==> src/rtl/bmcc_pkg.sv <==
package bmcc_pkg;

    localparam int GAP_W     = 12;
    localparam int COIN_W    = 12;
    localparam int DIFF_W    = GAP_W + 1;
    localparam int NUM_COINS = 7;
    localparam int NUM_REGS  = 7;
    localparam int MAX_GAP   = 4095;
    localparam int TABLE_D   = MAX_GAP + 1;
    localparam int ADDR_W    = $clog2(TABLE_D);
    localparam int PHASE_W   = $clog2(NUM_COINS + 1);
    localparam int REG_IDX_W = $clog2(NUM_REGS + 1);
    localparam int PADDR_W   = REG_IDX_W + 2;
    localparam int QUEUE_D   = 2;

    typedef logic [NUM_COINS-1:0][COIN_W-1:0] coin_arr_t;

    localparam coin_arr_t COIN_RESET = {
        12'd100, 12'd50, 12'd20, 12'd10, 12'd5, 12'd2, 12'd1
    };

    typedef struct packed {
        logic [GAP_W-1:0] weight;
        logic             first_item;
        logic             last_item;
    } in_item_t;

    typedef struct packed {
        logic [GAP_W-1:0] min_coins;
        logic [GAP_W-1:0] pan_gap;
    } out_item_t;

    // one pending coin computation
    typedef struct packed {
        logic             valid;
        logic [GAP_W-1:0] gap;
    } job_t;

endpackage

==> src/rtl/bmcc_queue.sv <==
module bmcc_queue (
    input  logic           aclk,
    input  logic           aresetn,
    input  bmcc_pkg::job_t push,
    output logic           full,
    input  logic           pop,
    output bmcc_pkg::job_t head
);
    import bmcc_pkg::*;

    localparam int PTR_W = $clog2(QUEUE_D);
    localparam int CNT_W = $clog2(QUEUE_D + 1);

    logic [GAP_W-1:0] slot_reg [QUEUE_D];
    logic [PTR_W-1:0] wr_ptr_reg;
    logic [PTR_W-1:0] rd_ptr_reg;
    logic [CNT_W-1:0] count_reg;
    logic             do_push;
    logic             do_pop;

    assign full       = count_reg == CNT_W'(QUEUE_D);
    assign head.valid = count_reg != '0;
    assign head.gap   = slot_reg[rd_ptr_reg];
    assign do_push    = push.valid && !full;
    assign do_pop     = pop && head.valid;

    always_ff @(posedge aclk) begin
        if (do_push) begin
            slot_reg[wr_ptr_reg] <= push.gap;
        end
    end

    always_ff @(posedge aclk) begin
        if (!aresetn) begin
            wr_ptr_reg <= '0;
            rd_ptr_reg <= '0;
            count_reg  <= '0;
        end else begin
            if (do_push) begin
                wr_ptr_reg <= (wr_ptr_reg == PTR_W'(QUEUE_D - 1)) ? '0 : wr_ptr_reg + 1'b1;
            end
            if (do_pop) begin
                rd_ptr_reg <= (rd_ptr_reg == PTR_W'(QUEUE_D - 1)) ? '0 : rd_ptr_reg + 1'b1;
            end
            count_reg <= count_reg + CNT_W'(do_push) - CNT_W'(do_pop);
        end
    end

endmodule

==> config.mk <==
export PLATFORM = sky130hd
export DESIGN_NAME = bmcc_queue
export DESIGN_NICKNAME = d
export VERILOG_FILES = /design/src/rtl/bmcc_pkg.sv /design/src/rtl/bmcc_queue.sv
export SDC_FILE = /design/constraint.sdc
export NUM_CORES = 1
export LEC_CHECK = 0
export BUFFER_PORTS_ARGS = -buffer_cell sky130_fd_sc_hd__buf_2
export CORE_ASPECT_RATIO = 0.7
export CORE_MARGIN = 5
export CORE_UTILIZATION = 36
export CTS_BUF_LIST = sky130_fd_sc_hd__clkbuf_8
export CTS_CLUSTER_SIZE = 30
export DETAILED_ROUTE_END_ITERATION = 6
export PLACE_DENSITY = 0.65
export SKIP_CTS_REPAIR_TIMING = 1
export SLEW_MARGIN = 20
export SYNTH_ARGS = -nofsm -noshare
export SYNTH_HDL_FRONTEND = slang
export SYNTH_SLANG_ARGS = --single-unit
==> constraint.sdc <==
create_clock -name aclk -period 2.4 [get_ports aclk]
set_input_delay 0.24 -clock aclk [delete_from_list [all_inputs] [get_ports aclk]]
set_output_delay 0.24 -clock aclk [all_outputs]
set_load 0.01 [all_outputs]
After elaboration in Yosys (flattened, before gate mapping) --
Memory sizes are Yosys's and may differ from the RTL's. A register that Yosys moved wholly into a read port is not among the register bits. Cells that the tools add are included.
Word-level totals: register bits after elaboration 4, memory bits (writable) 24, bits of input ports 16, memories kept 1
Memories:
- slot_reg | words 2, bits a word 12, rd ports 1, clocked after Yosys merged registers in 1, write ports 1, RTL line bmcc_queue.sv:14 | logic [GAP_W-1:0] slot_reg [QUEUE_D];
Cells by class: add/sub/neg operators 4, eq/ne operators 1, muxes and demuxes 6, reduce and logical (&&, ||, !) cells 4
Operators by type and width (number):
- $mux 1 | 6
- $add 1x1->1 const B | 2
- $add 2x1->2 | 1
- $eq 2x2->1 const B | 1
- $logic_and 1x1->1 | 2
- $reduce_bool 2->1 | 1
- $sub 2x1->2 | 1
- $logic_not 1->1 | 1

Longest topological paths before layout --
depth after elaboration 5, depth in mapped cells 8, gate-level depth less buffers 8

Least setup slack after synthesis --
No wires, ideal clock.
path kind reg2reg, start reg count_reg[0], end reg count_reg[1], setup time 78 ps, arrival 1424 ps, slack 898 ps, stages on the path, launching flop included 9, buffers on the path 0, period minus slack after synthesis 1502 ps, cell sequence dfxtp_1 -> nand2b_1 -> nand2_1 -> ha_1 -> inv_1 -> ha_1 -> xor2_1 -> and2_1 -> nor3_1
On the way: cells in the longest elaborated chain, start to end 5
Ends and longest elaborated chain:
- start: declaration | RTL line bmcc_queue.sv:17 | logic [CNT_W-1:0] count_reg;
- start signal: assignment | RTL line bmcc_queue.sv:45 | count_reg <= count_reg + CNT_W'(do_push) - CNT_W'(do_pop);
- $eq 2x2->1 | RTL line bmcc_queue.sv:21 | assign full = count_reg == CNT_W'(QUEUE_D);
- $logic_not 1->1 | RTL line bmcc_queue.sv:24 | assign do_push = push.valid && !full;
- $logic_and 1x1->1 | RTL line bmcc_queue.sv:24
- $add 2x1->2 | RTL line bmcc_queue.sv:45
- $sub 2x1->2 (*) | RTL line bmcc_queue.sv:45
Every way passes the cells marked *; elsewhere a longest branch is shown, timed or not. A chain may end at the register's enable or synchronous reset.

==> impl_metrics.py <==
metrics = {
    "routing": {
        "wl_per_cell_um": 13.4,
        "wl_met1_um": 805,
        "vias_per_cell": 4.41,
        "dr.pass1.iters": 3,
        "top_layer": "met4",
        "drc_errors": 0,
        "ant_nets": 0,
        "wl_met3_um": 152,
        "wl_um": 1870,
        "met2_length_um": 881,
        "drt-initial-drc-count": 19,
        "vias": 613,
    },
    "timing": {
        "finalHoldViolations": 0,
        "period_share": 0.770,
        "fmaxAchievable_ghz": 0.541,
        "final-max-slew-violation-count": 0,
        "worst_clock_skew_ns": 0.00457,
        "setup_viol": 0,
        "relSlewSlack": 0.515,
        "grt_setup_unrepaired": "false",
        "period_needed_ns": 1.85,
        "setup_tns_ns": 0,
        "worst_slew_pin_slew_ns": 0.726,
        "hold_ws_ns": 0.148,
    },
    "floorplan": {
        "core_mm2": 0.00311,
        "initial_utilization": 0.368,
        "die_w_um": 77.3,
        "die_h_um": 57.1,
        "floorplan.rows": 17,
        "die_area_mm2": 0.00442,
        "io_pins": 30,
    },
    "worst_hold_path": {
        "hold_class": "in -> reg",
    },
    "clock_tree": {
        "cts.sinks": 29,
        "cts_inserted_buffers": 5,
        "cts_max_level": 2,
        "cts_tree": "done",
        "ctsRootBufferMaster": "clkbuf_8",
        "clk-insertion-delay-late_ns": 0.27,
        "cts_max_path_buffers": 2,
        "path_clk_slew_ns": 0.06,
    },
    "global_route": {
        "grt_remaining_overflow": 0,
        "track_usage": 0.0894,
        "grt_pass1_vias": 590,
        "grt_pass1_wl_um": 2930,
        "grt_max_degree": 13,
        "antenna_found_initial": 0,
    },
    "yosys": {
        "synth_top_area_share": 0.631,
        "synth-xor-area-share": 0.0153,
        "synthArstFlopShare": 0,
        "netlist_instances": 64,
        "synth-simple-area-share": 0.0570,
        "synth.distinct_cells": 18,
        "syn_area_mm2": 0.00114,
        "yosysTopAreaCell": "edfxtp_1",
        "synth_area_per_cell_um2": 17.8,
        "synth_compound_area_frac": 0.00767,
        "synth_most_common_cell": "edfxtp_1",
        "ys.flop_type": "edfxtp_1",
        "synthAdderAreaFrac": 0.0219,
        "ys_top_cells_by_area": "edfxtp_1 63%, mux2_4 13%, dfxtp_1 8.8%, ha_1 2.2%, mux2_2 2.0%",
        "synth_fp_nets": 82,
        "synth_commonest_cells": "24 x edfxtp_1, 10 x mux2_4, 5 x dfxtp_1",
        "synth_edf_count": 24,
        "ys_ff_latch": 29,
        "yosys_warnings": 0,
        "ys_seq_area_frac": 0.719,
        "muxShareOfSynthArea": 0.160,
        "synth_top_family_by_area": "multiplexers",
    },
    "finish": {
        "nNetsFinal": 118,
        "largest_reg_flops": 24,
        "antenna_cells": 0,
        "area_delta_synth_final_pct": 24.1,
        "drive_gt1_frac": 0.515,
        "fillers": 276,
    },
    "pwr": {
        "total_power_mw": 1.55,
        "ir_drop_mv": 0.398,
        "p_int_mw": 1.10,
        "switching_power_mw": 0.447,
        "sw_frac_of_total": 0.289,
        "p_leak_nw": 0.599,
        "powerDensity_mw_per_mm2": 1090,
        "clockPowerShare": 0.247,
        "comb_power_share": 0.281,
        "p_seq_frac": 0.472,
    },
    "placed_design": {
        "dpl.hpwl_um": 1350,
        "finalWeightedCongestion": 0.611,
        "io_buffers": 29,
    },
    "worst_setup_path": {
        "startpoint_type": "flip-flop",
        "crit_required_ns": 2.16,
        "critical_path_class": "reg -> out",
        "arrival_ns": 1.61,
        "cp-end-kind": "primary output",
        "critPathMaxFanout": 12,
    },
    "status": {
        "status": "completed",
    },
    "run": {
        "max_cap_violations": 0,
    },
}
path summary, 6_finish.rpt:
check                           from                        to  slack [ns]  depth (start not counted)
min reg2reg  wr_ptr_reg$_SDFFE_PN0P_   wr_ptr_reg$_SDFFE_PN0P_        0.49                          2
max                        flip-flop                   head[9]        0.55                          2
min                          push[5]  slot_reg[0][5]$_DFFE_PP_        0.15                          1
max reg2reg  count_reg[0]$_SDFF_PN0_   count_reg[1]$_SDFF_PN0_        0.76                          8
cell families (layout without fill, tap and decap cells):
kind of cell	count (synthesis)	in the layout
compound gates	1	1
flops	29	29
simple gates	13	13
xor+xnor	2	2
fa+ha+maj	2	2
buf+inv	4	41
mux	13	13
cell type report:
| class | count | area (um^2) | area share |
|---|---|---|---|
| multi-input cells | 31 | 299 | 0.211 |
| well taps | 38 | 47.5 | 0.0335 |
| flip-flops and latches | 29 | 821 | 0.579 |
| clock buffers | 5 | 68.8 | 0.0485 |
| repair buffers | 30 | 153 | 0.108 |
| clock inverters | 3 | 17.5 | 0.0124 |
| inverters | 3 | 11.3 | 0.00794 |
critical path, cell delays in order (launching register included):
cell and delay [ns]:
dfxtp_1 0.79, mux2_2 0.40, buf_2 0.14
power groups by stage:
stage	combinational, mW	sequential, mW	clock [mW]
floorplan	0.342	0.697	0
global placement	0.435	0.736	0
detailed placement	0.444	0.744	0
CTS	0.444	0.734	0.394
global route	0.478	0.744	0.412
finish	0.435	0.731	0.382
cell usage in the layout, fill, tap and decap left out, drive strengths merged:
master    netlist  final
buf             1     30
edfxtp         24     24
mux2           12     12
dfxtp           5      5
clkbuf          0      5
nor2            4      4
inv             3      3
nand2b          2      2
nand2           2      2
and2            2      2
ha              2      2
clkinv          0      2
o21a            1      1
or2             1      1
xnor2           1      1
and3            1      1
mux2i           1      1
xor2            1      1
nor3            1      1
clkinvlp        0      1
per-stage QoR:
step / util / setup WS (ns) / instance area [um^2] / instances
3_5_place_dp: 0.429 / 0.736 / 1330 / 131
4_1_cts: 0.456 / 0.517 / 1420 / 139
5_1_grt: 0.456 / 0.467 / 1420 / 139
6_report: 0.456 / 0.553 / 1420 / 139
3_3_place_gp: 0.429 / 0.812 / 1330 / 131
2_1_floorplan: - / 0.898 / 1140 / 64
metal layers:
layer | vias up | global-route usage
met4 | 0 | 0.0515
met2 | 22 | 0.133
met5 | - | 0
met1 | 288 | 0.105
met3 | 2 | 0.0442
li1 | 301 | -
Power figures use the tool's default switching activity.
