--- src/rtl/bmcc_pkg.sv ---
package bmcc_pkg;

    localparam int GAP_W     = 12;
    localparam int COIN_W    = 12;
    localparam int DIFF_W    = GAP_W + 1;
    localparam int NUM_COINS = 7;
    localparam int NUM_REGS  = 7;
    localparam int MAX_GAP   = 4095;
    localparam int TABLE_D   = MAX_GAP + 1;
    localparam int ADDR_W    = $clog2(TABLE_D);
    localparam int PHASE_W   = $clog2(NUM_COINS + 1);
    localparam int REG_IDX_W = $clog2(NUM_REGS + 1);
    localparam int PADDR_W   = REG_IDX_W + 2;
    localparam int QUEUE_D   = 2;

    typedef logic [NUM_COINS-1:0][COIN_W-1:0] coin_arr_t;

    localparam coin_arr_t COIN_RESET = {
        12'd100, 12'd50, 12'd20, 12'd10, 12'd5, 12'd2, 12'd1
    };

    typedef struct packed {
        logic [GAP_W-1:0] weight;
        logic             first_item;
        logic             last_item;
    } in_item_t;

    typedef struct packed {
        logic [GAP_W-1:0] min_coins;
        logic [GAP_W-1:0] pan_gap;
    } out_item_t;

    // one pending coin computation
    typedef struct packed {
        logic             valid;
        logic [GAP_W-1:0] gap;
    } job_t;

endpackage

--- src/rtl/bmcc_front.sv ---
module bmcc_front (
    input  logic              aclk,
    input  logic              aresetn,
    input  logic              s_valid,
    output logic              s_ready,
    input  bmcc_pkg::in_item_t s_data,
    input  logic              q_full,
    output bmcc_pkg::job_t    push
);
    import bmcc_pkg::*;

    logic signed [DIFF_W-1:0] diff_reg;
    logic signed [DIFF_W-1:0] diff_next;
    logic signed [DIFF_W-1:0] base;
    logic        [DIFF_W-1:0] mag;
    logic        [DIFF_W-1:0] wext;
    logic                     accept;

    assign s_ready = !q_full;
    assign accept  = s_valid && s_ready;
    assign wext    = {1'b0, s_data.weight};

    always_comb begin
        base = s_data.first_item ? '0 : diff_reg;
        if (base <= 0) begin
            diff_next = base + $signed(wext);
        end else begin
            diff_next = base - $signed(wext);
        end
        mag = diff_next[DIFF_W-1] ? DIFF_W'(-diff_next) : DIFF_W'(diff_next);
    end

    always_ff @(posedge aclk) begin
        if (!aresetn) begin
            diff_reg <= '0;
        end else if (accept) begin
            diff_reg <= diff_next;
        end
    end

    always_comb begin
        push.valid = accept && s_data.last_item;
        // saturate the gap to the table size
        if (mag > DIFF_W'(MAX_GAP)) begin
            push.gap = GAP_W'(MAX_GAP);
        end else begin
            push.gap = mag[GAP_W-1:0];
        end
    end

endmodule

--- config.mk ---
export PLATFORM = sky130hd
export DESIGN_NAME = bmcc_front
export DESIGN_NICKNAME = d
export VERILOG_FILES = /design/src/rtl/bmcc_pkg.sv /design/src/rtl/bmcc_front.sv
export SDC_FILE = /design/constraint.sdc
export NUM_CORES = 1
export LEC_CHECK = 0
export BUFFER_PORTS_ARGS = -buffer_cell sky130_fd_sc_hd__buf_2
export CAP_MARGIN = 5
export CORE_MARGIN = 2
export CORE_UTILIZATION = 57
export DETAILED_ROUTE_END_ITERATION = 7
export GPL_TIMING_DRIVEN = 1
export PLACE_DENSITY = 0.92
export SETUP_SLACK_MARGIN = 0.02
export SYNTH_ARGS = -nofsm -noshare
export SYNTH_HDL_FRONTEND = slang
export SYNTH_SLANG_ARGS = --single-unit
--- constraint.sdc ---
create_clock -name aclk -period 7.6 [get_ports aclk]
set_clock_uncertainty 0.2 [all_clocks]
set_input_delay 1.52 -clock aclk [delete_from_list [all_inputs] [get_ports aclk]]
set_output_delay 1.52 -clock aclk [all_outputs]
set_load 0.03 [all_outputs]
Yosys cells after proc, flatten, opt, wreduce, memory -nomap -nowiden
Cells that the tools add are included.
- logic and storage cells: 13
- flip-flop bits (word level): 13
- output and inout port bits: 14
- add/subtract/negate cells: 3
- reduce and logical (&&, ||, !) cells: 3
- $lt $le $gt $ge: 2
- multiplexer cells: 4
- operators by type and width (cell ; count):
    13-bit 2-to-1 mux ; 3
    13-bit adder ; 1
    13-bit by 12-bit > comparator with 1-bit output, second input constant ; 1
    13-bit by 1-bit <= comparator with 1-bit output, second input constant ; 1
    13-bit negator ; 1
    13-bit subtractor ; 1
    12-bit 2-to-1 mux ; 1
    1-bit logical AND ; 2
    1-bit zero test ; 1

Depth between registers and ports, before layout
Gate-level depths: netlist of run 1.
- word-level depth: 7
- depth in mapped cells: 16

Worst setup path after synthesis of run 1
No wires, ideal clock.
- kind: input -> output
- start point: in s_data[1] (netlist name)
- end point: out push[2] (netlist name)
- cell stages on the path: 13
- data required time: 5.880 ns
- slack: 0.377 ns
- arrival time: 5.503 ns
- cells stage by stage: a31oi_1 nor2b_1 clkbuf_1 o21ai_0 xnor2_1 ha_1 a2111oi_2 o21ai_0 a31oi_1 nor3_1 a311oi_1 nand4_1 a221oi_1
- RTL lines (what ; line ; source):
    start: declaration ; bmcc_front.sv:6 ; input bmcc_pkg::in_item_t s_data,
    end: declaration ; bmcc_front.sv:8 ; output bmcc_pkg::job_t push

==> results of run 1 <==
[kinds of logic after synthesis]
| logic type | synth area share [%] |
|---|---|
| simple gates | 26.5 |
| compound gates | 30.7 |
| mux | 2.37 |
| buf+inv | 4.75 |
| fa+ha+maj | 10.9 |
| flops | 14.5 |
| xor+xnor | 10.3 |
[power breakdown]
group	switching [mW]	internal, mW	total (mW)
clock	0.0217	0.0195	0.0413
sequential	0.00474	0.0743	0.0790
combinational	0.219	0.125	0.343
[routing by layer]
metal,share of wire (%),global-route usage (%),vias up
met5,0,0,-
met4,1.8,10.2,0
met3,6.9,1.73,9
met2,48,42.4,64
met1,44,33.3,868
li1,-,-,968
[metrics by stage]
step	cells	util [%]	instance area (µm²)
6_report	317	67.1	2030
5_1_grt	317	67.1	2030
4_1_cts	317	67.1	2030
3_5_place_dp	313	66.2	2000
3_3_place_gp	313	66.2	2000
2_1_floorplan	241	-	1790
[cells in the mapped netlist, types with 3 or more instances]
cell,n
a211oi_1,3
a21boi_0,6
a21oi_1,14
a221oi_1,5
a22oi_1,3
a31oi_1,3
and2_1,5
and3_1,5
clkbuf_1,6
dfxtp_1,13
ha_1,14
inv_1,11
nand2_1,29
nand2b_1,5
nand3_1,4
nor2_1,7
nor2b_1,15
nor3_1,5
nor4_1,3
o211a_1,5
o21ai_0,19
o31ai_1,5
o41ai_1,3
xnor2_1,15
xor2_1,6
[cell type report]
| cell class | count | area, µm² |
|---|---|---|
| well taps | 44 | 55.1 |
| fillers | 257 | 997 |
| flip-flops and latches | 13 | 260 |
| clock buffers | 3 | 22.5 |
| clock inverters | 1 | 5.00 |
| inverters | 11 | 41.3 |
| multi-input cells | 208 | 1450 |
| repair buffers | 37 | 200 |
[path summary, 6_finish.rpt]
kind / start / endpoint / slack [ns]
worst max-delay path: s_data[1] / push[6] / 0.31
worst min-delay path: diff_reg[4] / diff_reg[4] / 0.29
worst max register to register: diff_reg[3] / diff_reg[10] / 3.72
worst min register to register: diff_reg[4] / diff_reg[4] / 0.29
[critical path: stages]
cell and delay, ns:
buf_2 0.17, a31oi_1 0.23, nor2b_1 0.16, buf_4 0.17, o21ai_0 0.11, xnor2_1 0.14
ha_1 0.39, a2111oi_2 0.48, o21ai_0 0.22, a31oi_1 0.34, xor2_1 0.42, and3_1 0.29
nand4_1 0.31, a221oi_1 0.36, buf_2 0.24
==> out/summary.txt, run 1 <==
Post-CTS Resized: 0
Async set-reset flop share out of synthesis: 0%
Max frequency: 0.137 GHz
Routability Congestion: 0.954
Power per cell area: 228 mW/mm²
WHS: 0.289 ns
RSZ-0062 raised after global routing: false
Largest register FFs: 13
Syn Inst Count: 241
Chip width: 60.1 µm
Leak: 0.904 nW
Clock Sinks: 13
Port Buffers: 31
Share of cells above drive strength 1: 17.6%
Row count: 20
First-pass iteration count of the detailed router: 5
R2R depth: 15
Vias in the first global route: 1622
ANT cells: 0
Final setup fails: 0
Max-Cap Viols: 0
Core Box Area: 0.00303 mm²
Seq cells post-synth: 13
Top cell type's share of synthesized area: 14.5%
Post-synthesis sequential area ratio: 14.5%
Synthesis Warnings: 0
First-pass GRT wire length: 6.93 mm
Syn Nets: 274
H-tree depth: 1
Final nets: 307
PnR worst setup slack: 0.312 ns
CTS clk-pin slew, worst paths: 0.08 ns
# IOs: 32
Hold path cells: 2
Initial antenna violation count: 0
Die ar.: 0.00361 mm²
Avg WL per Cell: 14.0 µm
DRC Markers: 0
Synthesized area per cell: 7.43 µm²
CP endpoint kind: primary output
Setup TNS Final: 0 ns
Worst Setup Start Kind: input port
Worst Path Max Fanout: 14
Slew @ Worst Pin: 0.808 ns
Hold-fix buffers, CTS: 0
Peak VDD IR: 0.000133 V
Gr usage total: 25.2%
Synth top area cells: dfxtp_1 15%, ha_1 9.8%, xnor2_1 7.3%
Final period util: 95.9%
Max-slew headroom: 45.8%
1st-iter DRT viols: 92
Grt ovf: 0
Hold Crit Class: register to register
Post-CTS setup buffers: 0
Commonest non-fill, non-tap cell in the layout: buf_2
Clock buffer depth: 2
Post-Syn Area: 0.00179 mm²
Design Power: 0.464 mW
CTS tree: yes
CP Class: input port to primary output
Root buffer cell: clkbuf_4
CP arrival: 5.57 ns
Netlist cell types: 49
Num CTS Buffers: 3
Dpl hpwl: 3.64 mm
Largest net degree at the start of global routing: 18
Yosys top cell by area: dfxtp_1
Vias/cell: 6.02
Primary FF master, synth: dfxtp_1
Worst skew pair latency: 0.28 ns
Die Y-Extent: 60.1 µm
Routed vias: 1909
Post-route ant nets: 0
Status: completed
P&R area growth vs syn: 13.3%
Setup Slack @ Placement: 0.497 ns
Initial Util: 59.2%
Fin crit period: 7.29 ns
Crit path required time: 5.88 ns
WL final: 4.44 mm
Max-slew violations: 0
Post-synth EDFFs: 0
Final hold violation count: 0
Most frequent cells in the layout: 31 x buf_2, 29 x nand2_1, 19 x o21ai_0
Power figures use the tool's default switching activity.
==> run 2, diff against run 1 <==
ABC_AREA = 1   (was default)
CORE_UTILIZATION = 58   (was 57)
SLEW_MARGIN = 10   (was default)
==> out/summary.txt, run 2 <==
Row count: 21
Clock buffer depth: 2
RSZ-0062 raised after global routing: false
PnR worst setup slack: 0.939 ns
CP endpoint kind: primary output
Commonest non-fill, non-tap cell in the layout: nand2_1
Gr usage total: 27.3%
Max-slew headroom: 64.8%
R2R depth: 19
Seq cells post-synth: 13
Post-synthesis sequential area ratio: 12.3%
Largest net degree at the start of global routing: 22
Setup TNS Final: 0 ns
Slew @ Worst Pin: 0.528 ns
Final core utilization: 67.6%
WHS Endpoint: diff_reg[12]
Flop-to-flop setup slack: 4.42 ns
Peak VDD IR: 0.000140 V
Routed vias: 2373
ANT cells: 0
Vias/cell: 5.19
Top cell type's share of synthesized area: 21.0%
Worst Setup Start Kind: input port
Chip width: 64.3 µm
Final hold violation count: 0
Num CTS Buffers: 3
Yosys top cell by area: nand2_1
Share of cells above drive strength 1: 15.8%
Max-Cap Viols: 0
Fin crit period: 6.66 ns
Worst skew pair latency: 0.27 ns
DRC Markers: 0
Initial antenna violation count: 0
Count leader, synth: nand2_1
Synthesized area per cell: 5.53 µm²
1st-iter DRT viols: 168
Status: completed
Hold path cells: 2
Post-Syn Area: 0.00211 mm²
Core Box Area: 0.00342 mm²
Hold Crit Class: register to register
WL final: 5.20 mm
Syn Nets: 415
Vias in the first global route: 2240
# IOs: 32
Leak: 1.50 nW
Dpl hpwl: 4.42 mm
Setup Slack @ Placement: 0.978 ns
CTS clk-pin slew, worst paths: 0.07 ns
Grt ovf: 0
Initial Util: 61.8%
Post-synth EDFFs: 0
Primary FF master, synth: dfxtp_1
CP Class: input port to primary output
Design Power: 0.580 mW
H-tree depth: 1
Syn Inst Count: 382
Synth cell count leaders: 118 x nand2_1, 77 x inv_1, 34 x nor2_1
Crit path required time: 5.88 ns
Power per cell area: 251 mW/mm²
Die ar.: 0.00414 mm²
CTS tree: yes
Final period util: 87.6%
Routability Congestion: 0.935
Port Buffers: 31
Final nets: 445
Min-delay src: diff_reg[12]
Clock Sinks: 13
Post-route ant nets: 0
Avg WL per Cell: 11.4 µm
Synth top area cells: nand2_1 21%, inv_1 14%, dfxtp_1 12%
Root buffer cell: clkbuf_4
First-pass GRT wire length: 9.16 mm
First-pass iteration count of the detailed router: 4
Die Y-Extent: 64.3 µm
Synthesis Warnings: 0
Final setup fails: 0
Hold-fix buffers, CTS: 0
Largest register FFs: 13
Most frequent cells in the layout: 118 x nand2_1, 77 x inv_1, 34 x nor2_1
Max-slew violations: 0
Async set-reset flop share out of synthesis: 0%
Max frequency: 0.150 GHz
CP arrival: 4.94 ns
Post-CTS Resized: 0
P&R area growth vs syn: 9.37%
Worst Path Max Fanout: 11
Worst reg2reg endpoint: diff_reg[12]
R2R Path Start: diff_reg[3]
Netlist cell types: 29
Post-CTS setup buffers: 0
-- run 2: cell types whose count changed after synthesis, sizes merged, moves of 6 or more --
cell,change
xnor2,-13
o211ai,+8
o21ai,-10
nor2,+32
inv,+67
nor2b,-15
nand2,+108
nand3,+29
xor2,+6
a21boi,-6
-- run 2: metal layers --
layer	global-route usage [%]	routed length, µm	up-vias
met5	0	0	-
met4	9.31	96	0
met3	1.76	257	10
met2	48.8	2530	50
met1	34.6	2320	1075
li1	-	-	1238
-- run 2: area by class of cell --
| type | count | area [µm²] |
|---|---|---|
| Inverter | 78 | 293 |
| Sequential cell | 13 | 260 |
| Fill cell | 352 | 1110 |
| Tap cell | 46 | 57.6 |
| Timing Repair Buffer | 31 | 155 |
| Multi-Input combinational cell | 285 | 1520 |
| Clock buffer | 4 | 26.3 |
-- run 2: worst max-delay path, stage by stage --
cell     delay, ns
buf_2         0.12
inv_2         0.11
nand2_1       0.11
nand2_1       0.08
nor2_2        0.11
nand3_2       0.10
nand2_2       0.16
inv_1         0.11
o21ai_0       0.37
fa_1          0.50
inv_1         0.10
ha_1          0.14
inv_1         0.05
nor2_1        0.14
nand3_1       0.13
nor2_2        0.14
nand3_1       0.12
nor2_1        0.15
nand3_2       0.29
o21ai_0       0.16
buf_2         0.21
-- run 2: metrics by stage --
| stage | cells | hold slack, ns | area [µm²] |
|---|---|---|---|
| 6_report | 457 | 0.307 | 2310 |
| 5_1_grt | 457 | 0.356 | 2310 |
| 4_1_cts | 457 | 0.309 | 2310 |
| 3_5_place_dp | 453 | 0.291 | 2280 |
| 3_3_place_gp | 453 | 0.291 | 2280 |
| 2_1_floorplan | 382 | 0.257 | 2110 |
-- run 2: worst max-delay path by stage --
stage,startpoint,endpoint
floorplan,s_data[1],push[4]
global placement,s_data[1],push[4]
detailed placement,s_data[1],push[4]
CTS,s_data[1],push[4]
global route,s_data[1],push[4]
finish,s_data[1],push[4]
-- run 2: power by group --
group | internal [mW] | total, mW | switching [mW] | leakage, nW
Clock | 0.0204 | 0.0413 | 0.0209 | 0.0150
Combinational | 0.141 | 0.460 | 0.319 | 1.38
Sequential | 0.0744 | 0.0785 | 0.00415 | 0.107
-- run 2: logic make-up after synthesis --
group / after synthesis / share of synthesized area, %
adders and majority gates: 15 / 9.25
and+or+nand+nor: 223 / 47.5
buffers and inverters: 84 / 15.8
AOI/OAI and AO/OA: 33 / 9.31
DFF: 13 / 12.3
xor gates and xnor gates: 14 / 5.81
